`src/stq_pkg.sv`:
```
// stq_pkg: shared types and codes for the sorted timer queue.
// No dependencies.
`default_nettype none
package stq_pkg;

  localparam logic OP_ADD    = 1'b0;
  localparam logic OP_EXPIRE = 1'b1;

  typedef enum logic [1:0] {
    ST_IDLE,
    ST_INSERT,
    ST_SCAN
  } state_t;

  // broadcast to every cell of the chain
  typedef struct packed {
    logic insert;
    logic pop;
  } cell_ctl_t;

endpackage
`default_nettype wire

```
`src/stq_cell.sv`:
```
// stq_cell: one queue slot of the sorted chain; shifts toward its neighbors.
// Depends on stq_pkg.
`default_nettype none
module stq_cell #(
  parameter int TIME_BITS  = 48,
  parameter int OWNER_BITS = 8
) (
  input  wire logic                  clk,
  input  wire stq_pkg::cell_ctl_t    ctl,
  input  wire logic                  occupied,
  input  wire logic [TIME_BITS-1:0]  new_time,
  input  wire logic [OWNER_BITS-1:0] new_owner,
  input  wire logic                  new_pres,
  input  wire logic                  left_le,
  input  wire logic [TIME_BITS-1:0]  left_time,
  input  wire logic [OWNER_BITS-1:0] left_owner,
  input  wire logic                  left_pres,
  input  wire logic [TIME_BITS-1:0]  right_time,
  input  wire logic [OWNER_BITS-1:0] right_owner,
  input  wire logic                  right_pres,
  output logic                       le,
  output logic [TIME_BITS-1:0]       time_q,
  output logic [OWNER_BITS-1:0]      owner_q,
  output logic                       pres_q
);

  logic [TIME_BITS-1:0]  time_r,  time_nxt;
  logic [OWNER_BITS-1:0] owner_r, owner_nxt;
  logic                  pres_r,  pres_nxt;

  // entry stays ahead of the new timer when due at or before it
  assign le = occupied && (time_r <= new_time);

  always_comb begin
    time_nxt  = time_r;
    owner_nxt = owner_r;
    pres_nxt  = pres_r;
    if (ctl.insert && !le) begin
      if (left_le) begin
        time_nxt  = new_time;
        owner_nxt = new_owner;
        pres_nxt  = new_pres;
      end else begin
        time_nxt  = left_time;
        owner_nxt = left_owner;
        pres_nxt  = left_pres;
      end
    end else if (ctl.pop) begin
      time_nxt  = right_time;
      owner_nxt = right_owner;
      pres_nxt  = right_pres;
    end
  end

  always_ff @(posedge clk) begin
    time_r  <= time_nxt;
    owner_r <= owner_nxt;
    pres_r  <= pres_nxt;
  end

  assign time_q  = time_r;
  assign owner_q = owner_r;
  assign pres_q  = pres_r;

endmodule
`default_nettype wire

```
`src/sorted_timer_queue.sv`:
```
// Sorted timer queue: a chain of slot cells kept in wake-up order.
// Expire: woken entries leave one per cycle while the output register is free,
// then the final word. Add: a sorted insert in the chain first, each wake one shift.
// One item in flight; the next is accepted once the final word sits in the output register.
// Reset (rst_n low, synchronous) empties the queue and drops any pending word.
// Depends on stq_pkg and stq_cell.
`default_nettype none
module sorted_timer_queue #(
  parameter int QUEUE_DEPTH = 16,
  parameter int TIME_BITS   = 48,
  parameter int OWNER_BITS  = 8
) (
  input  wire logic                  clk,
  input  wire logic                  rst_n,
  input  wire logic                  in_valid,
  output logic                       in_ready,
  input  wire logic                  in_operation,
  input  wire logic [TIME_BITS-1:0]  in_now_ms,
  input  wire logic [31:0]           in_sleep_ms,
  input  wire logic [OWNER_BITS-1:0] in_owner_id,
  input  wire logic                  in_owner_present,
  output logic                       out_valid,
  input  wire logic                  out_ready,
  output logic                       out_woken_valid,
  output logic [OWNER_BITS-1:0]      out_woken_owner,
  output logic                       out_woken_owner_present,
  output logic                       out_accepted,
  output logic                       out_queue_empty,
  output logic [TIME_BITS-1:0]       out_next_delay_ms,
  output logic                       out_last
);

  localparam int CNT_W = $clog2(QUEUE_DEPTH + 1);

  stq_pkg::state_t    state_r, state_nxt;
  logic [CNT_W-1:0]   count_r, count_nxt;
  stq_pkg::cell_ctl_t ctl;

  logic                  op_r, acc_r, acc_nxt;
  logic [TIME_BITS-1:0]  now_r, wake_r;
  logic [OWNER_BITS-1:0] own_r;
  logic                  pres_r;
  logic [TIME_BITS:0]    wake_sum;

  logic                  out_valid_r, out_valid_nxt;
  logic                  out_load, out_woken;
  logic [TIME_BITS-1:0]  delay_nxt;

  logic                  le      [QUEUE_DEPTH];
  logic                  occ     [QUEUE_DEPTH];
  logic [TIME_BITS-1:0]  c_time  [QUEUE_DEPTH];
  logic [OWNER_BITS-1:0] c_owner [QUEUE_DEPTH];
  logic                  c_pres  [QUEUE_DEPTH];

  logic accept, out_free, pop_cond;

  assign wake_sum = {1'b0, in_now_ms} + (TIME_BITS + 1)'(in_sleep_ms);

  for (genvar i = 0; i < QUEUE_DEPTH; i++) begin : g_cell
    logic                  l_le;
    logic [TIME_BITS-1:0]  l_time, r_time;
    logic [OWNER_BITS-1:0] l_owner, r_owner;
    logic                  l_pres, r_pres;

    assign occ[i] = count_r > CNT_W'(i);

    if (i == 0) begin : g_first
      assign l_le    = 1'b1;
      assign l_time  = '0;
      assign l_owner = '0;
      assign l_pres  = 1'b0;
    end else begin : g_mid
      assign l_le    = le[i-1];
      assign l_time  = c_time[i-1];
      assign l_owner = c_owner[i-1];
      assign l_pres  = c_pres[i-1];
    end

    if (i == QUEUE_DEPTH - 1) begin : g_end
      assign r_time  = '0;
      assign r_owner = '0;
      assign r_pres  = 1'b0;
    end else begin : g_next
      assign r_time  = c_time[i+1];
      assign r_owner = c_owner[i+1];
      assign r_pres  = c_pres[i+1];
    end

    stq_cell #(
      .TIME_BITS (TIME_BITS),
      .OWNER_BITS(OWNER_BITS)
    ) u_cell (
      .clk        (clk),
      .ctl        (ctl),
      .occupied   (occ[i]),
      .new_time   (wake_r),
      .new_owner  (own_r),
      .new_pres   (pres_r),
      .left_le    (l_le),
      .left_time  (l_time),
      .left_owner (l_owner),
      .left_pres  (l_pres),
      .right_time (r_time),
      .right_owner(r_owner),
      .right_pres (r_pres),
      .le         (le[i]),
      .time_q     (c_time[i]),
      .owner_q    (c_owner[i]),
      .pres_q     (c_pres[i])
    );
  end

  assign accept   = in_valid && in_ready;
  assign out_free = !out_valid_r || out_ready;
  assign pop_cond = ((op_r == stq_pkg::OP_EXPIRE) || acc_r) && (count_r != '0) &&
                    ((c_time[0] < now_r) ||
                     ((op_r == stq_pkg::OP_EXPIRE) && (c_time[0] == now_r)));

  always_comb begin
    state_nxt     = state_r;
    count_nxt     = count_r;
    acc_nxt       = acc_r;
    ctl           = '0;
    in_ready      = 1'b0;
    out_load      = 1'b0;
    out_woken     = 1'b0;
    out_valid_nxt = out_valid_r && !out_ready;
    delay_nxt     = '0;
    if ((count_r != '0) && (c_time[0] > now_r)) begin
      delay_nxt = c_time[0] - now_r;
    end
    case (state_r)
      stq_pkg::ST_IDLE: begin
        in_ready = 1'b1;
        acc_nxt  = 1'b0;
        if (in_valid) begin
          state_nxt = (in_operation == stq_pkg::OP_ADD) ? stq_pkg::ST_INSERT
                                                        : stq_pkg::ST_SCAN;
        end
      end
      stq_pkg::ST_INSERT: begin
        if (count_r == CNT_W'(QUEUE_DEPTH)) begin
          acc_nxt = 1'b0;
        end else begin
          acc_nxt    = 1'b1;
          ctl.insert = 1'b1;
          count_nxt  = count_r + 1'b1;
        end
        state_nxt = stq_pkg::ST_SCAN;
      end
      stq_pkg::ST_SCAN: begin
        if (out_free) begin
          out_load      = 1'b1;
          out_valid_nxt = 1'b1;
          if (pop_cond) begin
            out_woken = 1'b1;
            ctl.pop   = 1'b1;
            count_nxt = count_r - 1'b1;
          end else begin
            state_nxt = stq_pkg::ST_IDLE;
          end
        end
      end
      default: state_nxt = stq_pkg::ST_IDLE;
    endcase
  end

  always_ff @(posedge clk) begin
    if (!rst_n) begin
      state_r     <= stq_pkg::ST_IDLE;
      count_r     <= '0;
      acc_r       <= 1'b0;
      out_valid_r <= 1'b0;
    end else begin
      state_r     <= state_nxt;
      count_r     <= count_nxt;
      acc_r       <= acc_nxt;
      out_valid_r <= out_valid_nxt;
    end
  end

  always_ff @(posedge clk) begin
    if (accept) begin
      op_r   <= in_operation;
      now_r  <= in_now_ms;
      wake_r <= wake_sum[TIME_BITS] ? {TIME_BITS{1'b1}} : wake_sum[TIME_BITS-1:0];
      own_r  <= in_owner_present ? in_owner_id : '0;
      pres_r <= in_owner_present;
    end
  end

  always_ff @(posedge clk) begin
    if (out_load) begin
      out_woken_valid         <= out_woken;
      out_woken_owner         <= out_woken ? c_owner[0] : '0;
      out_woken_owner_present <= out_woken ? c_pres[0] : 1'b0;
      out_accepted            <= out_woken ? 1'b0 : acc_r;
      out_queue_empty         <= out_woken ? 1'b0 : (count_r == '0);
      out_next_delay_ms       <= out_woken ? '0 : delay_nxt;
      out_last                <= !out_woken;
    end
  end

  assign out_valid = out_valid_r;

endmodule
`default_nettype wire

```
`config.mk`:
```
export PLATFORM = sky130hd
export DESIGN_NAME = sorted_timer_queue
export DESIGN_NICKNAME = d
export VERILOG_FILES = /design/src/stq_pkg.sv /design/src/stq_cell.sv /design/src/sorted_timer_queue.sv
export SDC_FILE = /design/constraint.sdc
export NUM_CORES = 2
export LEC_CHECK = 0
export BUFFER_PORTS_ARGS = -buffer_cell sky130_fd_sc_hd__buf_2
export CAP_MARGIN = 5
export CELL_PAD_IN_SITES_DETAIL_PLACEMENT = 1
export CELL_PAD_IN_SITES_GLOBAL_PLACEMENT = 2
export CORE_ASPECT_RATIO = 0.8
export CORE_MARGIN = 2
export CORE_UTILIZATION = 30
export DETAILED_ROUTE_END_ITERATION = 6
export PLACE_DENSITY_LB_ADDON = 0.1
export SYNTH_ARGS = -nofsm -noshare
export SYNTH_HDL_FRONTEND = slang
export SYNTH_HIERARCHICAL = 1
export SYNTH_SLANG_ARGS = --single-unit
```
`constraint.sdc`:
```
create_clock -name clk -period 8.9 [get_ports clk]
set_input_delay 0.445 -clock clk [delete_from_list [all_inputs] [get_ports clk]]
set_output_delay 0.445 -clock clk [all_outputs]
set_load 0.02 [all_outputs]
```
==> results.py <==
metrics = {
    "drt": {
        "dr.pass1.iters": 6,
        "drc": 0,
        "vias": 94100,
        "via_per_inst": 5.65,
        "ant_nets": 0,
        "wl_per_cell_um": 29.4,
        "drtIter0Drc": 7854,
        "drt_wl_total_um": 489000,
    },
    "finish": {
        "final_cell_mix": "nand2_1 (2,158), inv_1 (1,825), edfxtp_1 (1,079)",
        "area_growth_pct": 12.1,
        "fillers": 38800,
        "fin_util_pct": 33.8,
        "instances_no_fill": 16600,
        "final_common_cell": "nand2_1",
        "drive_above_1_share_pct": 9.14,
        "final_area_sq_um": 112000,
        "nNetsFinal": 13100,
    },
    "global_routing": {
        "grt_pass1_vias": 96200,
        "grt_max_degree": 116,
        "grt.total_usage_pct": 27.9,
        "grt_pass1_wl_um": 698000,
        "grt_remaining_overflow": 0,
        "grt_antenna_before_repair": 21,
    },
    "sta": {
        "setup_ws_ns": 2.73,
        "period_share_pct": 69.3,
        "finalSetupViolCount": 0,
        "max_freq_mhz": 162,
        "worstMarginPinSlew_ns": 1.37,
        "grt_setup_unrepaired": "false",
        "slew_viol_final": 0,
        "hold_viol": 0,
        "tns_ns": 0,
        "skew_ns": 0.0461,
        "period_needed_ns": 6.17,
        "slew-limit-headroom_pct": 7.88,
    },
    "cts": {
        "clkSlewWorstSetupHoldPaths_ns": 0.06,
        "cts.sinks": 1088,
        "numCtsBuffers": 159,
        "cts_tree": "done",
        "cts-root-buf": "clkbuf_16",
        "clock_path_buffers": 4,
        "insertion_delay_ns": 0.87,
        "post-cts-setup-buffers": 0,
        "cts_max_level": 4,
    },
    "die": {
        "core_sq_um": 332000,
        "io_pins": 157,
        "rows": 189,
        "start_util_pct": 30.2,
        "die_h_um": 520,
        "die_x_um": 649,
        "die-area_sq_um": 338000,
    },
    "synthesis": {
        "synthesis.area_sq_um": 100000,
        "ys_warn_count": 6,
        "syn_avg_cell_area_sq_um": 8.29,
        "synthCells": 12100,
    },
    "placed_design": {
        "gp_congestion": 0.894,
        "dp_cells": 16300,
        "post-place-ws_ns": 2.95,
        "port_buffers": 156,
        "dpl_cell_area_sq_um": 106000,
        "hpwl_um": 356000,
    },
    "setup_path": {
        "worstReg2RegEnd": "g_cell[7].u_cell/time_q[29]",
        "critical_path_class": "flop to flop",
        "worst_r2r_path_depth": 15,
        "r2r-start": "wake_r[42]",
        "critPathLaunchType": "flop",
        "cp_max_fo": 38,
        "critPathRequiredTime_ns": 9.45,
        "arrival_ns": 6.71,
        "worstSetupEndpointType": "flop",
        "rrSetupSlack_ns": 2.73,
    },
    "min_path": {
        "min_to": "wake_r[25]",
        "hold_path_class": "input port to flop",
        "min_from": "in_sleep_ms[25]",
        "hold_depth": 4,
    },
    "pwr": {
        "p_per_area_nw_per_um2": 157,
        "leakage_uw": 0.0435,
        "vdd_drop_max_uv": 132,
    },
    "run_status": {
        "outcome": "completed",
    },
    "run": {
        "maxCapViolCount": 0,
    },
}
==> critical path, cell delays in order, from the launching register on <==
cell      delay, ns
edfxtp_1       0.33
buf_4          0.40
buf_4          0.38
inv_1          0.08
ha_1           0.34
nand4_1        0.26
inv_1          0.08
a221oi_1       0.82
o32ai_1        0.40
nor3_4         0.33
o21a_4         0.76
buf_4          0.56
mux2i_1        0.74
nand2_1        0.12
o21ai_0        0.10
a311oi_1       0.07
==> sequential cells by signal, indices dropped and copies added, names as in the netlist <==
signal                   cells
g_cell.u_cell/time_q       768
g_cell.u_cell/owner_q      128
now_r                       48
out_next_delay_ms           48
wake_r                      48
g_cell.u_cell/pres_q        16
out_woken_owner              8
own_r                        8
count_r                      5
state_r                      2
acc_r                        1
op_r                         1
out_accepted                 1
out_last                     1
out_queue_empty              1
out_valid                    1
out_woken_owner_present      1
out_woken_valid              1
pres_r                       1
==> routing by layer <==
layer  vias up  routed length, um  share of wire, %  track usage [%]
li1      42500                  -                 -                -
met1     48200             215000                44             36.6
met2      2606             230000                47             46.9
met3       745              26500               5.4             4.26
met4         2              17300               3.5             9.20
met5         -                 13            0.0027                0
==> how the worst max path moves through the flow <==
stage | startpoint | end | slack, ns | depth (start not counted)
after detailed placement | wake_r[42] | g_cell[5].u_cell/time_q[32] | 2.95 | 16
after CTS | wake_r[27] | g_cell[13].u_cell/time_q[27] | 2.92 | 14
after global placement | wake_r[42] | g_cell[5].u_cell/time_q[41] | 2.97 | 16
after global routing | wake_r[42] | g_cell[5].u_cell/time_q[41] | 2.60 | 16
final | wake_r[42] | g_cell[7].u_cell/time_q[29] | 2.73 | 15
after floorplan | state_r[1] | g_cell[0].u_cell/owner_q[0] | 2.56 | 7
==> timing repair <==
item	4_1_cts	5_1_grt
hold buffers	68	0
gates resized for setup	0	0
endpoints found under the hold margin	71	0
==> report_power, final <==
group          switching [uW]  internal (uW)
logic                    3220           1370
registers                 439           6020
clock network            2760           3750
==> final cells by class <==
| class | instances | area [sq um] | share of cell area, % |
|---|---|---|---|
| clock inverters | 64 | 623 | 0.556 |
| clock buffers | 207 | 4300 | 3.84 |
| diodes | 14 | 35.0 | 0.0313 |
| well taps | 4393 | 5500 | 4.91 |
| repair buffers | 482 | 3600 | 3.21 |
| multi-input cells | 8572 | 58500 | 52.3 |
| inverters | 1828 | 6860 | 6.12 |
| flip-flops and latches | 1088 | 32600 | 29.1 |
==> per-stage QoR <==
step	hold WS, ns	total power, uW
2_1_floorplan	0.450	9190
3_3_place_gp	0.469	10900
3_5_place_dp	0.483	11100
4_1_cts	0.0613	17700
5_1_grt	0.120	18300
6_report	0.120	17600
Note: power is estimated with default switching activity, not from simulation.
